[config.mk]
export PLATFORM = sky130hd
export DESIGN_NAME = distinct_source_flood_detector
export DESIGN_NICKNAME = d
export VERILOG_FILES = /design/src/rtl/core/dsfd_pkg.sv /design/src/rtl/core/distinct_source_flood_detector.sv
export VERILOG_INCLUDE_DIRS = /design/src /design/src/rtl/core
export SDC_FILE = /design/constraint.sdc
export NUM_CORES = 2
export LEC_CHECK = 0
export BUFFER_PORTS_ARGS = -buffer_cell sky130_fd_sc_hd__buf_2
export CELL_PAD_IN_SITES_DETAIL_PLACEMENT = 1
export CELL_PAD_IN_SITES_GLOBAL_PLACEMENT = 1
export CORE_AREA = 8 8 479 481
export DETAILED_ROUTE_END_ITERATION = 7
export DIE_AREA = 0 0 487 489
export PLACE_DENSITY_LB_ADDON = 0.12
export SYNTH_ARGS = -nofsm -noshare
export SYNTH_HDL_FRONTEND = slang
export SYNTH_SLANG_ARGS = --single-unit
export TNS_END_PERCENT = 50
[constraint.sdc]
create_clock -name clk -period 21.8 [get_ports clk]
set_input_delay 1.09 -clock clk [delete_from_list [all_inputs] [get_ports clk]]
set_output_delay 1.09 -clock clk [all_outputs]
set_load 0.02 [all_outputs]
[src/rtl/core/distinct_source_flood_detector_macros.svh]
// Assertion macros for the flood detector.
// Each macro expects signals named clk and arst_n in the module that uses it.
`ifndef DISTINCT_SOURCE_FLOOD_DETECTOR_MACROS_SVH
`define DISTINCT_SOURCE_FLOOD_DETECTOR_MACROS_SVH

// The consequent must hold in the same cycle as the antecedent.
`define DSFD_ASSERT_NOW(lbl, ante, cons, msg) \
	lbl: assert property (@(posedge clk) disable iff (!arst_n) (ante) |-> (cons)) \
		else $error(msg);

// The consequent must hold in the cycle after the antecedent.
`define DSFD_ASSERT_NEXT(lbl, ante, cons, msg) \
	lbl: assert property (@(posedge clk) disable iff (!arst_n) (ante) |=> (cons)) \
		else $error(msg);

`endif

[src/rtl/core/dsfd_pkg.sv]
`timescale 1ns / 1ps

package dsfd_pkg;

	// Operation codes carried by an input item.
	localparam logic [1:0] OP_RECORD = 2'd0;
	localparam logic [1:0] OP_CLEAR  = 2'd1;
	localparam logic [1:0] OP_REPORT = 2'd2;

	// Configuration register indexes.
	localparam int CFG_INDEX_W = 2;
	localparam logic [CFG_INDEX_W-1:0] REG_PERCENT = 2'd0;
	localparam logic [CFG_INDEX_W-1:0] REG_RATE    = 2'd1;
	localparam int CFG_DATA_W = 16;

	// Register reset values.
	localparam logic [6:0]  PERCENT_RESET = 7'd90;
	localparam logic [15:0] RATE_RESET    = 16'd100;

	// Scale factors of the two cross-multiplied tests.
	localparam logic [15:0] PCT_SCALE = 16'd100;
	localparam logic [31:0] US_PER_S  = 32'd1000000;

	// Steps of the shared multiplier.
	localparam logic [2:0] MSTEP_PCT_RHS  = 3'd0;
	localparam logic [2:0] MSTEP_PCT_LHS  = 3'd1;
	localparam logic [2:0] MSTEP_RATE_LHS = 3'd2;
	localparam logic [2:0] MSTEP_RATE_LO  = 3'd3;
	localparam logic [2:0] MSTEP_RATE_HI  = 3'd4;

	typedef struct packed {
		logic [1:0]  op;
		logic [31:0] source_ip;
		logic [47:0] time_us;
	} in_item_t;

	typedef struct packed {
		logic [6:0]  distinct_count;
		logic [31:0] packet_total;
		logic [47:0] elapsed_us;
		logic        flood;
		logic        table_full;
	} out_item_t;

	typedef enum logic [2:0] {
		ST_IDLE,
		ST_SEARCH,
		ST_APPLY,
		ST_ELAPSE,
		ST_MULT,
		ST_FINISH
	} state_t;

endpackage

[src/rtl/core/distinct_source_flood_detector.sv]
`timescale 1ns / 1ps
// Channel   Direction  Payload      Handshake
// in        input      in_item_t    in_valid / in_stall
// out       output     out_item_t   out_valid / out_stall
// cfg       input      cfg_data     cfg_we, cfg_index
//
// A record item first searches the table at one stored entry per cycle through a single read
// port; clear and report items skip the search. Every item then makes five passes of the shared
// 32x16 multiplier, and no new item is taken until the last one has reached the output register.
// Reset clears all counters, stamps and flags at once; the table needs no pass. A stalled result
// holds in the output register; the next item is worked meanwhile and its result waits at the
// end, input stalled.

module distinct_source_flood_detector #(
	parameter int TABLE_DEPTH = 64
) (
	input  logic                              clk,
	input  logic                              arst_n,
	input  logic                              in_valid,
	output logic                              in_stall,
	input  dsfd_pkg::in_item_t                in_item,
	output logic                              out_valid,
	input  logic                              out_stall,
	output dsfd_pkg::out_item_t               out_item,
	input  logic                              cfg_we,
	input  logic [dsfd_pkg::CFG_INDEX_W-1:0]  cfg_index,
	input  logic [dsfd_pkg::CFG_DATA_W-1:0]   cfg_data
);

	localparam int AW = (TABLE_DEPTH > 1) ? $clog2(TABLE_DEPTH) : 1;
	localparam int CW = $clog2(TABLE_DEPTH + 1);

	dsfd_pkg::state_t state_q, state_d;

	// Configuration and accepted item.
	logic [6:0]          percent_q;
	logic [15:0]         rate_q;
	dsfd_pkg::in_item_t  item_q;

	// Detector state.
	logic [31:0]   table_mem [TABLE_DEPTH];
	logic [CW-1:0] count_q;
	logic [31:0]   packets_q;
	logic [47:0]   first_q;
	logic [47:0]   last_q;
	logic          overflow_q;

	// Search control.
	logic [CW-1:0] rd_idx_q;
	logic          cmp_valid_q;
	logic [31:0]   rd_data_q;
	logic          found_q;
	logic          issue;
	logic          hit;
	logic          search_done;

	// Arithmetic.
	logic [47:0] elapsed_q;
	logic        negative_q;
	logic [2:0]  mstep_q;
	logic [31:0] mul_a;
	logic [15:0] mul_b;
	logic [47:0] mul_p;
	logic [47:0] pct_lhs_q;
	logic [47:0] pct_rhs_q;
	logic [47:0] rate_lhs_q;
	logic [63:0] rate_rhs_q;

	// Result.
	dsfd_pkg::out_item_t out_q;
	logic                out_valid_q;
	logic                out_free;
	logic                flood;
	logic [CW+6:0]       count_ext;
	logic                room;

	assign hit         = cmp_valid_q && (rd_data_q == item_q.source_ip);
	assign issue       = (rd_idx_q < count_q) && !hit;
	assign search_done = hit || (!issue && !cmp_valid_q);
	assign out_free    = !out_valid_q || !out_stall;
	assign room        = count_q < CW'(TABLE_DEPTH);
	assign count_ext   = {7'd0, count_q};

	// Next state.
	always_comb begin
		state_d = state_q;
		unique case (state_q)
			dsfd_pkg::ST_IDLE: begin
				if (in_valid) begin
					state_d = (in_item.op == dsfd_pkg::OP_RECORD) ? dsfd_pkg::ST_SEARCH
						: dsfd_pkg::ST_APPLY;
				end
			end
			dsfd_pkg::ST_SEARCH: begin
				if (search_done) state_d = dsfd_pkg::ST_APPLY;
			end
			dsfd_pkg::ST_APPLY:  state_d = dsfd_pkg::ST_ELAPSE;
			dsfd_pkg::ST_ELAPSE: state_d = dsfd_pkg::ST_MULT;
			dsfd_pkg::ST_MULT: begin
				if (mstep_q == dsfd_pkg::MSTEP_RATE_HI) state_d = dsfd_pkg::ST_FINISH;
			end
			dsfd_pkg::ST_FINISH: begin
				if (out_free) state_d = dsfd_pkg::ST_IDLE;
			end
			default: state_d = dsfd_pkg::ST_IDLE;
		endcase
	end

	// Handshake outputs.
	always_comb begin
		in_stall  = (state_q != dsfd_pkg::ST_IDLE);
		out_valid = out_valid_q;
		out_item  = out_q;
	end

	always_ff @(posedge clk or negedge arst_n) begin
		if (!arst_n) begin
			state_q <= dsfd_pkg::ST_IDLE;
		end else begin
			state_q <= state_d;
		end
	end

	// Configuration registers.
	always_ff @(posedge clk or negedge arst_n) begin
		if (!arst_n) begin
			percent_q <= dsfd_pkg::PERCENT_RESET;
			rate_q    <= dsfd_pkg::RATE_RESET;
		end else if (cfg_we) begin
			unique case (cfg_index)
				dsfd_pkg::REG_PERCENT: percent_q <= cfg_data[6:0];
				dsfd_pkg::REG_RATE:    rate_q    <= cfg_data[15:0];
				default: ;
			endcase
		end
	end

	// Capture of the accepted item.
	always_ff @(posedge clk) begin
		if (state_q == dsfd_pkg::ST_IDLE && in_valid) item_q <= in_item;
	end

	// Source table: one write port, one registered read port.
	always_ff @(posedge clk) begin
		if (state_q == dsfd_pkg::ST_APPLY && item_q.op == dsfd_pkg::OP_RECORD
				&& !found_q && room) begin
			table_mem[count_q[AW-1:0]] <= item_q.source_ip;
		end
		rd_data_q <= table_mem[rd_idx_q[AW-1:0]];
	end

	// Table search, one stored entry compared per cycle.
	always_ff @(posedge clk or negedge arst_n) begin
		if (!arst_n) begin
			rd_idx_q    <= '0;
			cmp_valid_q <= 1'b0;
			found_q     <= 1'b0;
		end else if (state_q == dsfd_pkg::ST_SEARCH) begin
			cmp_valid_q <= issue;
			if (issue) rd_idx_q <= rd_idx_q + CW'(1);
			if (search_done) found_q <= hit;
		end else begin
			rd_idx_q    <= '0;
			cmp_valid_q <= 1'b0;
		end
	end

	// Counters, stamps and the sticky full flag.
	always_ff @(posedge clk or negedge arst_n) begin
		if (!arst_n) begin
			count_q    <= '0;
			packets_q  <= '0;
			first_q    <= '0;
			last_q     <= '0;
			overflow_q <= 1'b0;
		end else if (state_q == dsfd_pkg::ST_APPLY) begin
			case (item_q.op)
				dsfd_pkg::OP_RECORD: begin
					if (packets_q == '0) first_q <= item_q.time_us;
					last_q <= item_q.time_us;
					if (packets_q != '1) packets_q <= packets_q + 32'd1;
					if (!found_q) begin
						if (room) count_q <= count_q + CW'(1);
						else overflow_q <= 1'b1;
					end
				end
				dsfd_pkg::OP_CLEAR: begin
					count_q    <= '0;
					packets_q  <= '0;
					first_q    <= '0;
					last_q     <= '0;
					overflow_q <= 1'b0;
				end
				default: ;
			endcase
		end
	end

	// Elapsed time and its sign, taken once the stamps are settled.
	always_ff @(posedge clk) begin
		if (state_q == dsfd_pkg::ST_ELAPSE) begin
			if (packets_q == '0) begin
				elapsed_q  <= '0;
				negative_q <= 1'b0;
			end else if (last_q >= first_q) begin
				elapsed_q  <= last_q - first_q;
				negative_q <= 1'b0;
			end else begin
				elapsed_q  <= '0;
				negative_q <= 1'b1;
			end
		end
	end

	// Operand selection for the shared multiplier.
	always_comb begin
		mul_a = '0;
		mul_b = '0;
		case (mstep_q)
			dsfd_pkg::MSTEP_PCT_RHS: begin
				mul_a = packets_q;
				mul_b = {9'd0, percent_q};
			end
			dsfd_pkg::MSTEP_PCT_LHS: begin
				mul_a = {{(32-CW){1'b0}}, count_q};
				mul_b = dsfd_pkg::PCT_SCALE;
			end
			dsfd_pkg::MSTEP_RATE_LHS: begin
				mul_a = dsfd_pkg::US_PER_S;
				mul_b = {{(16-CW){1'b0}}, count_q};
			end
			dsfd_pkg::MSTEP_RATE_LO: begin
				mul_a = elapsed_q[31:0];
				mul_b = rate_q;
			end
			dsfd_pkg::MSTEP_RATE_HI: begin
				mul_a = {16'd0, elapsed_q[47:32]};
				mul_b = rate_q;
			end
			default: ;
		endcase
	end

	assign mul_p = {16'd0, mul_a} * {32'd0, mul_b};

	// Multiplier sequencing; the wide product is built from two partial products.
	always_ff @(posedge clk or negedge arst_n) begin
		if (!arst_n) begin
			mstep_q <= dsfd_pkg::MSTEP_PCT_RHS;
		end else if (state_q == dsfd_pkg::ST_MULT) begin
			mstep_q <= (mstep_q == dsfd_pkg::MSTEP_RATE_HI) ? dsfd_pkg::MSTEP_PCT_RHS
				: mstep_q + 3'd1;
		end
	end

	always_ff @(posedge clk) begin
		if (state_q == dsfd_pkg::ST_MULT) begin
			case (mstep_q)
				dsfd_pkg::MSTEP_PCT_RHS:  pct_rhs_q  <= mul_p;
				dsfd_pkg::MSTEP_PCT_LHS:  pct_lhs_q  <= mul_p;
				dsfd_pkg::MSTEP_RATE_LHS: rate_lhs_q <= mul_p;
				dsfd_pkg::MSTEP_RATE_LO:  rate_rhs_q <= {16'd0, mul_p};
				dsfd_pkg::MSTEP_RATE_HI:  rate_rhs_q <= rate_rhs_q + {mul_p[31:0], 32'd0};
				default: ;
			endcase
		end
	end

	// Flood decision from the registered products.
	always_comb begin
		flood = 1'b0;
		if (packets_q != '0 && pct_lhs_q >= pct_rhs_q) begin
			if (negative_q) flood = 1'b0;
			else if (elapsed_q == '0) flood = 1'b1;
			else flood = {16'd0, rate_lhs_q} > rate_rhs_q;
		end
	end

	// Output register.
	always_ff @(posedge clk or negedge arst_n) begin
		if (!arst_n) begin
			out_valid_q <= 1'b0;
		end else if (state_q == dsfd_pkg::ST_FINISH && out_free) begin
			out_valid_q <= 1'b1;
		end else if (!out_stall) begin
			out_valid_q <= 1'b0;
		end
	end

	always_ff @(posedge clk) begin
		if (state_q == dsfd_pkg::ST_FINISH && out_free) begin
			out_q.distinct_count <= count_ext[6:0];
			out_q.packet_total   <= packets_q;
			out_q.elapsed_us     <= elapsed_q;
			out_q.flood          <= flood;
			out_q.table_full     <= overflow_q;
		end
	end

	// Checks on the table fill and the sequencer.
`include "distinct_source_flood_detector_macros.svh"

	`DSFD_ASSERT_NOW(a_count_bound, 1'b1, count_q <= CW'(TABLE_DEPTH),
		"distinct count exceeds table depth")
	`DSFD_ASSERT_NEXT(a_busy_after_accept, in_valid && !in_stall, in_stall,
		"block took a second item while busy")
	`DSFD_ASSERT_NOW(a_hit_needs_entry, state_q == dsfd_pkg::ST_SEARCH && hit,
		count_q != '0, "search matched in an empty table")
	`DSFD_ASSERT_NEXT(a_full_sticky,
		overflow_q && !(state_q == dsfd_pkg::ST_APPLY && item_q.op == dsfd_pkg::OP_CLEAR),
		overflow_q, "full flag dropped without a clear")

endmodule
; ---- Yosys cells after proc, flatten, opt, wreduce, memory -nomap -nowiden
; Memory sizes are Yosys's and may differ from the RTL's. A register that Yosys moved wholly into a read port is not among the register bits.
; Cells that the tools add are included.
[op_classes]
n_lt_le_gt_ge = 5
eq_ne = 24
n_addsub = 6
mul = 1
n_mux = 30
n_bitwise = 2
shift = 0
reduce_logical = 44
div = 0
[op_table]
columns = operator, n
row1 = $pmux W48 S2, 2
row2 = $pmux W32 S5, 1
row3 = $pmux W64 S2, 1
row4 = $ge A48 B48 Y1, 2
row5 = $add A64 B64 Y64, 1
row6 = $gt A48 B64 Y1, 1
row7 = $pmux W16 S4, 1
row8 = $pmux W32 S2, 1
row9 = $logic_not A48 Y1, 1
row10 = $mul A32 B16 Y48, 1
row11 = $mux W48, 1
row12 = $sub A48 B48 Y48, 1
row13 = $add A32 B1 Y32 const B, 1
row14 = $eq A32 B32 Y1, 1
row15 = $logic_not A32 Y1, 1
row16 = $mux W32, 1
row17 = $ne A32 B32 Y1 const B, 1
row18 = $reduce_bool A32 Y1, 1
row19 = $mux W7, 4
row20 = $pmux W3 S6, 1
row21 = $reduce_and A2 Y1, 8
row22 = $mux W3, 5
row23 = $add A7 B1 Y7 const B, 2
row24 = $ne A2 B2 Y1 const B, 7
row25 = other kinds (23), 65
[totals]
output_inout_bits = 91
latchBits = 0
ram_bits = 2048
wordCells = 140
rom_bits = 0
n_memories = 1
register_bits = 603
[mem_list]
columns = name, depth, word_bits, rd, rd_clocked_by_memory_dff, wr, line_no
row1 = table_mem, 64, 32, 1, 1, 1, distinct_source_flood_detector.sv:41  ; logic [31:0] table_mem [TABLE_DEPTH];

; ---- Depth between registers and ports, before layout
[logic_depth]
word_depth = 9
ltp_mapped = 43
mapped_depth_nobuf = 37

; ---- Least setup slack after synthesis
; Ideal clock, no wire load.
[synth_timing]
path_type = reg-to-reg
start = reg mstep_q[0]
end = reg rate_rhs_q[63], data pin
setup_slack_ns = 12.865
required_ns = 21.534
setup_ns = 0.266
stages_incl_launch_ff = 38
arrival_ns = 8.669
period_less_slack_ns = 8.935
cell_sequence = dfrtp_1 inv_1 ha_1 clkbuf_1 and2_1 clkbuf_1 a21o_1 clkbuf_1 clkbuf_1 nand2_1 nand2_1 clkbuf_1 nand2_1 fa_1 fa_1 fa_1 inv_1 fa_1 [... 2 more ...] ha_1 buf_2 nand4_1 nor2_1 o21ai_0 nand2_1 xor2_1 ha_1 and2_1 and3_1 nand3_1 or4_1 a2111oi_2 o21ai_1 a21oi_1 a211oi_1 xnor2_1 nor2_1
[synth_between]
elab_chain_cells = 6
elab_cells_between_ends = 11
cone_classes = add/sub (1) / mul (1) / eq/ne (4) / mux (3) / reduce/logical (2)
[synth_rtl]
columns = item, line_no
row1 = from (decl), distinct_source_flood_detector.sv:60  ; logic [2:0] mstep_q;
row2 = from (signal assigned), distinct_source_flood_detector.sv:249  ; mstep_q <= dsfd_pkg::MSTEP_PCT_RHS;
row3 = from (signal assigned), distinct_source_flood_detector.sv:251  ; mstep_q <= (mstep_q == dsfd_pkg::MSTEP_RATE_HI) ? dsfd_pkg::MSTEP_PCT_RHS
row4 = $eq A3 B3 Y1 or $eq A3 B2 Y1 (tied branches), distinct_source_flood_detector.sv:219  ; case (mstep_q)
row5 = $reduce_or A2 Y1 (no line), -
row6 = $pmux W16 S4, distinct_source_flood_detector.sv:219
row7 = $mul A32 B16 Y48 *, distinct_source_flood_detector.sv:244  ; assign mul_p = {16'd0, mul_a} * {32'd0, mul_b};
row8 = via mul_p[15], distinct_source_flood_detector.sv:63  ; logic [47:0] mul_p;
row9 = $add A64 B64 Y64 *, distinct_source_flood_detector.sv:263  ; dsfd_pkg::MSTEP_RATE_HI: rate_rhs_q <= rate_rhs_q + {mul_p[31:0], 32'd0};
row10 = $pmux W64 S2 *, distinct_source_flood_detector.sv:258  ; case (mstep_q)
row11 = to (signal assigned), distinct_source_flood_detector.sv:262  ; dsfd_pkg::MSTEP_RATE_LO: rate_rhs_q <= {16'd0, mul_p};
row12 = to (signal assigned), distinct_source_flood_detector.sv:263
row13 = to (decl), distinct_source_flood_detector.sv:67  ; logic [63:0] rate_rhs_q;
; The timed path passes the listed nets; every way through them passes the cells marked *.
; A chain may end at the register's enable or synchronous reset.

; ---- Final worst setup path
; Same ends and word-level chain as after synthesis.

==> results.md <==
* Die outline height at 489 um
* Maximum Capacitance Violations at 0
* Clock tree from TritonCTS: done
* Sequential fraction of design power at 0.366
* CP startpoint kind: flip-flop
* Startpoint of the lowest-slack register-to-register path: mstep_q[0]
* Top cell by count, worst path: fa_1
* Number of distinct library cells after synthesis at 81
* Delay contributed by the slowest stage of the critical path at 0.89 ns
* Area used by multi-input combinational logic at 40,900 um2
* Clock network fraction of design power at 0.261
* Final Max Slew Viols at 0
* Count of filler cells inserted in the layout at 19,488
* First-pass detailed-route iteration total at 5
* Number of hold buffers added after cts at 0
* Avg Inst Size Synth at 16.6 um2
* Number of nets at the end of the flow at 8,581
* Total clock sinks at 2,683
* Post-route DRC violation count at 0
* Synthesized netlist net count at 8,252
* Hold Path Class: in -> async
* Via-per-instance ratio at 6.34
* Leakage power summed over all cells at 47.6 nW
* Cell at the root of the clock tree: clkbuf_16
* Count of H-tree levels built during CTS at 5
* Unrepaired setup endpoints after global routing: false
* Overflow left after global routing at 0
* FP Rows at 173
* CP max FO at 29
* Count of buffers inserted at the top-level ports at about 200
* Clock buffer depth at 4
* Share of total power consumed by net switching at 0.363
* Number of clock buffers inserted by TritonCTS at slightly below 300
* Fraction of registers with async set or reset after synthesis at 0.0652
* Syn-to-layout area delta at 11.4%
* Number of cells traversed by the worst register-to-register path at 33
* Cell family contributing the most delay on the critical path: adder cells
* Post-CTS repair timing setup buffer count at 0
* Worst supply voltage drop on vdd at roughly 0.00013 V
* Internal reg-to-reg setup slack at 10.64 ns
* Total routed wirelength at 360,000 um
* Total negative slack for setup checks at 0 ns
* Share of cells above drive strength 1 at 0.197
* Worst setup skew after layout at 0.0840 ns
* Slew at the pin closest to its max-slew limit at 1.23 ns
* Count of final setup violators at 0
* Destination of the worst register-to-register timing path: rate_rhs_q[63]
* Routed length per instance at approximately 33 um
* Total power density per cell area at 129 nW/um2
* Floorplan die area at 238,000 um2
* Cell area after synthesis at 123,000 um2
* Achievable Freq at 0.0896 GHz
* Area taken by flip-flops and latches at 79,400 um2
* Final clock period utilization by the worst path at 0.512
* Cell internal power dissipation at 11.3 mW
* Run status: finished, final reports clean
* Core region area at 221,000 um2
* EDFF count, synth at roughly 2,500
* Number of buffers and inverters on the critical path at 4
* Top_reg_cell synth: edfxtp_1
* Initial antenna violation count at 27
* Relative contribution of combinational cells to total power at 0.372
* Clock transition at the register clock pins on the worst setup and hold paths after CTS at 0.06 ns
* Data required time at the worst endpoint at approximately 22 ns
* Net load switching power at around 6.4 mW
* #FFs+latches synth at 2,683
* Critical path class: reg -> reg
* Via count of the first global-routing pass at 74,547
* Overall fraction of global-route tracks in use at 0.302
* Width of the chip at between 400 and 500 um
* Wire length of the first global-routing pass at 520,000 um
* Yosys warns at 0
* WP data arrival at between 10 and 15 ns
* Leading cell type in the layout, fill and taps excluded: edfxtp_1
* Fin. Hold Viols at 0
* Gate count after technology mapping at 7,417
* Drt first-iter violations at 6,656
* Total number of vias at 69,319
* Final period demand of the worst path at about 11 ns
* Critical-path cell with the highest stage delay: nand2_1
* RePlAce Congestion at 0.911
* Number of gates resized after cts at 0
* Kind of end point of the critical path: flip-flop
* Num ports at about 200
* Estimated wirelength of the detail-placed design at roughly 230,000 um
* Maximum number of pins on one net before global-route repair at 123
* Part of the Yosys area used for sequential elements at 0.643
* Clock latency reported for the late side of the worst-skew pair at 0.92 ns
* Number of nets with antenna violations after routing at 0
* Commonest cells after routing, fill and taps aside: 2,476 x edfxtp_1, 672 x mux4_2, 649 x nand2_1
* Pwr Total at 17.7 mW
* Worst slew margin relative to its limit at 0.173
* Starting Density at 0.557
## cells in the mapped netlist (19+ instances only)
| cell | count | area share |
|---|---|---|
| a21o_1 | 115 | 0.0070 |
| a21oi_1 | 168 | 0.0068 |
| a22o_1 | 19 | 0.0013 |
| a22oi_1 | 30 | 0.0018 |
| and2_1 | 62 | 0.0031 |
| buf_2 | 43 | 0.0017 |
| clkbuf_1 | 265 | 0.0081 |
| dfrtp_1 | 168 | 0.034 |
| dfxtp_1 | 32 | 0.0052 |
| edfxtp_1 | 2476 | 0.60 |
| fa_1 | 420 | 0.068 |
| ha_1 | 310 | 0.031 |
| inv_1 | 619 | 0.019 |
| mux2_2 | 40 | 0.0037 |
| mux4_2 | 672 | 0.12 |
| nand2_1 | 650 | 0.020 |
| nand2b_1 | 37 | 0.0019 |
| nand3_1 | 50 | 0.0020 |
| nand4_1 | 70 | 0.0035 |
| nor2_1 | 433 | 0.013 |
| nor2b_1 | 27 | 0.0014 |
| nor3_1 | 33 | 0.0013 |
| nor4_1 | 34 | 0.0017 |
| o21ai_0 | 189 | 0.0077 |
| o21bai_1 | 23 | 0.0014 |
| xnor2_1 | 87 | 0.0062 |
| xor2_1 | 81 | 0.0057 |
## through the flow
step	setup WS (ns)	util	hold WS (ns)	cell area [um2]	std cells
floorplan	12.87	-	0.423	123000	7417
finish	10.64	0.620	0.173	137000	10941
global route	9.98	0.620	0.175	137000	10935
global placement	11.00	0.581	0.464	129000	10429
CTS	10.69	0.620	0.131	137000	10927
detailed placement	10.75	0.581	0.477	129000	10429
## logic make-up (layout without fill, tap and decap cells)
kind of cell    count (synthesis)  in the layout  synth area share
other cells                     0             14                 0
compound gates                697            697            0.0363
flops                        2683           2683             0.643
fa+ha+maj                     730            730            0.0996
mux                           719            719             0.127
buf+inv                       952           1487            0.0297
simple gates                 1468           1468            0.0522
xor+xnor                      168            168            0.0119
## power groups by stage
stage | logic [mW] | registers [mW] | clock network (mW)
2_1_floorplan | 4.42 | 6.57 | 0
3_3_place_gp | 6.42 | 6.57 | 0
3_5_place_dp | 6.59 | 6.59 | 0
4_1_cts | 6.65 | 6.48 | 4.70
5_1_grt | 7.22 | 6.50 | 4.85
6_report | 6.60 | 6.49 | 4.63
## sequential cells by signal, summed over array words and instances, names as in the netlist, 3 cells and up
register and flops:
table_mem 2048, out_item 89, item_q 82, rate_rhs_q 64, elapsed_q 48, first_q 48
last_q 48, pct_lhs_q 48, pct_rhs_q 48, rate_lhs_q 48, packets_q 32, rd_data_q 32
rate_q 16, count_q 7, percent_q 7, rd_idx_q 7, mstep_q 3, state_q 3
## area by class of cell
cell class / instances / share of cell area
tap: 2975 / 0.0271
inverter: 620 / 0.0169
multi-input combinational: 3782 / 0.298
clock inverter: 123 / 0.00717
sequential: 2683 / 0.578
timing repair buffer: 369 / 0.0169
clock buffer: 375 / 0.0561
antenna: 14 / 0.000255
## worst register-to-register path, delay by kind of cell (launching register included)
kind,cells,cell delay (ns)
AOI/OAI and AO/OA,6,2.07
xor gates and xnor gates,2,0.58
adders and majority gates,9,4.50
buffers and inverters,4,0.26
DFF,1,0.43
and+or+nand+nor,12,3.02
## how the worst max path moves through the flow
stage / start / to / slack [ns] / cells past startpoint
final: mstep_q[0] / rate_rhs_q[63] / 10.64 / 33
after CTS: mstep_q[0] / rate_rhs_q[63] / 10.69 / 33
after detailed placement: mstep_q[0] / rate_rhs_q[63] / 10.75 / 33
after global routing: mstep_q[0] / rate_rhs_q[63] / 9.98 / 33
after global placement: mstep_q[0] / rate_rhs_q[63] / 11.00 / 33
after floorplan: mstep_q[0] / rate_rhs_q[63] / 12.87 / 37
## layer usage
| metal | GRT usage | up-vias | share of wire |
|---|---|---|---|
| li1 | - | 28551 | - |
| met1 | 0.375 | 36861 | 0.37 |
| met2 | 0.521 | 3106 | 0.51 |
| met3 | 0.0509 | 793 | 0.071 |
| met4 | 0.142 | 8 | 0.056 |
| met5 | 0 | - | 0.00017 |
Power figures use the tool's default switching activity.
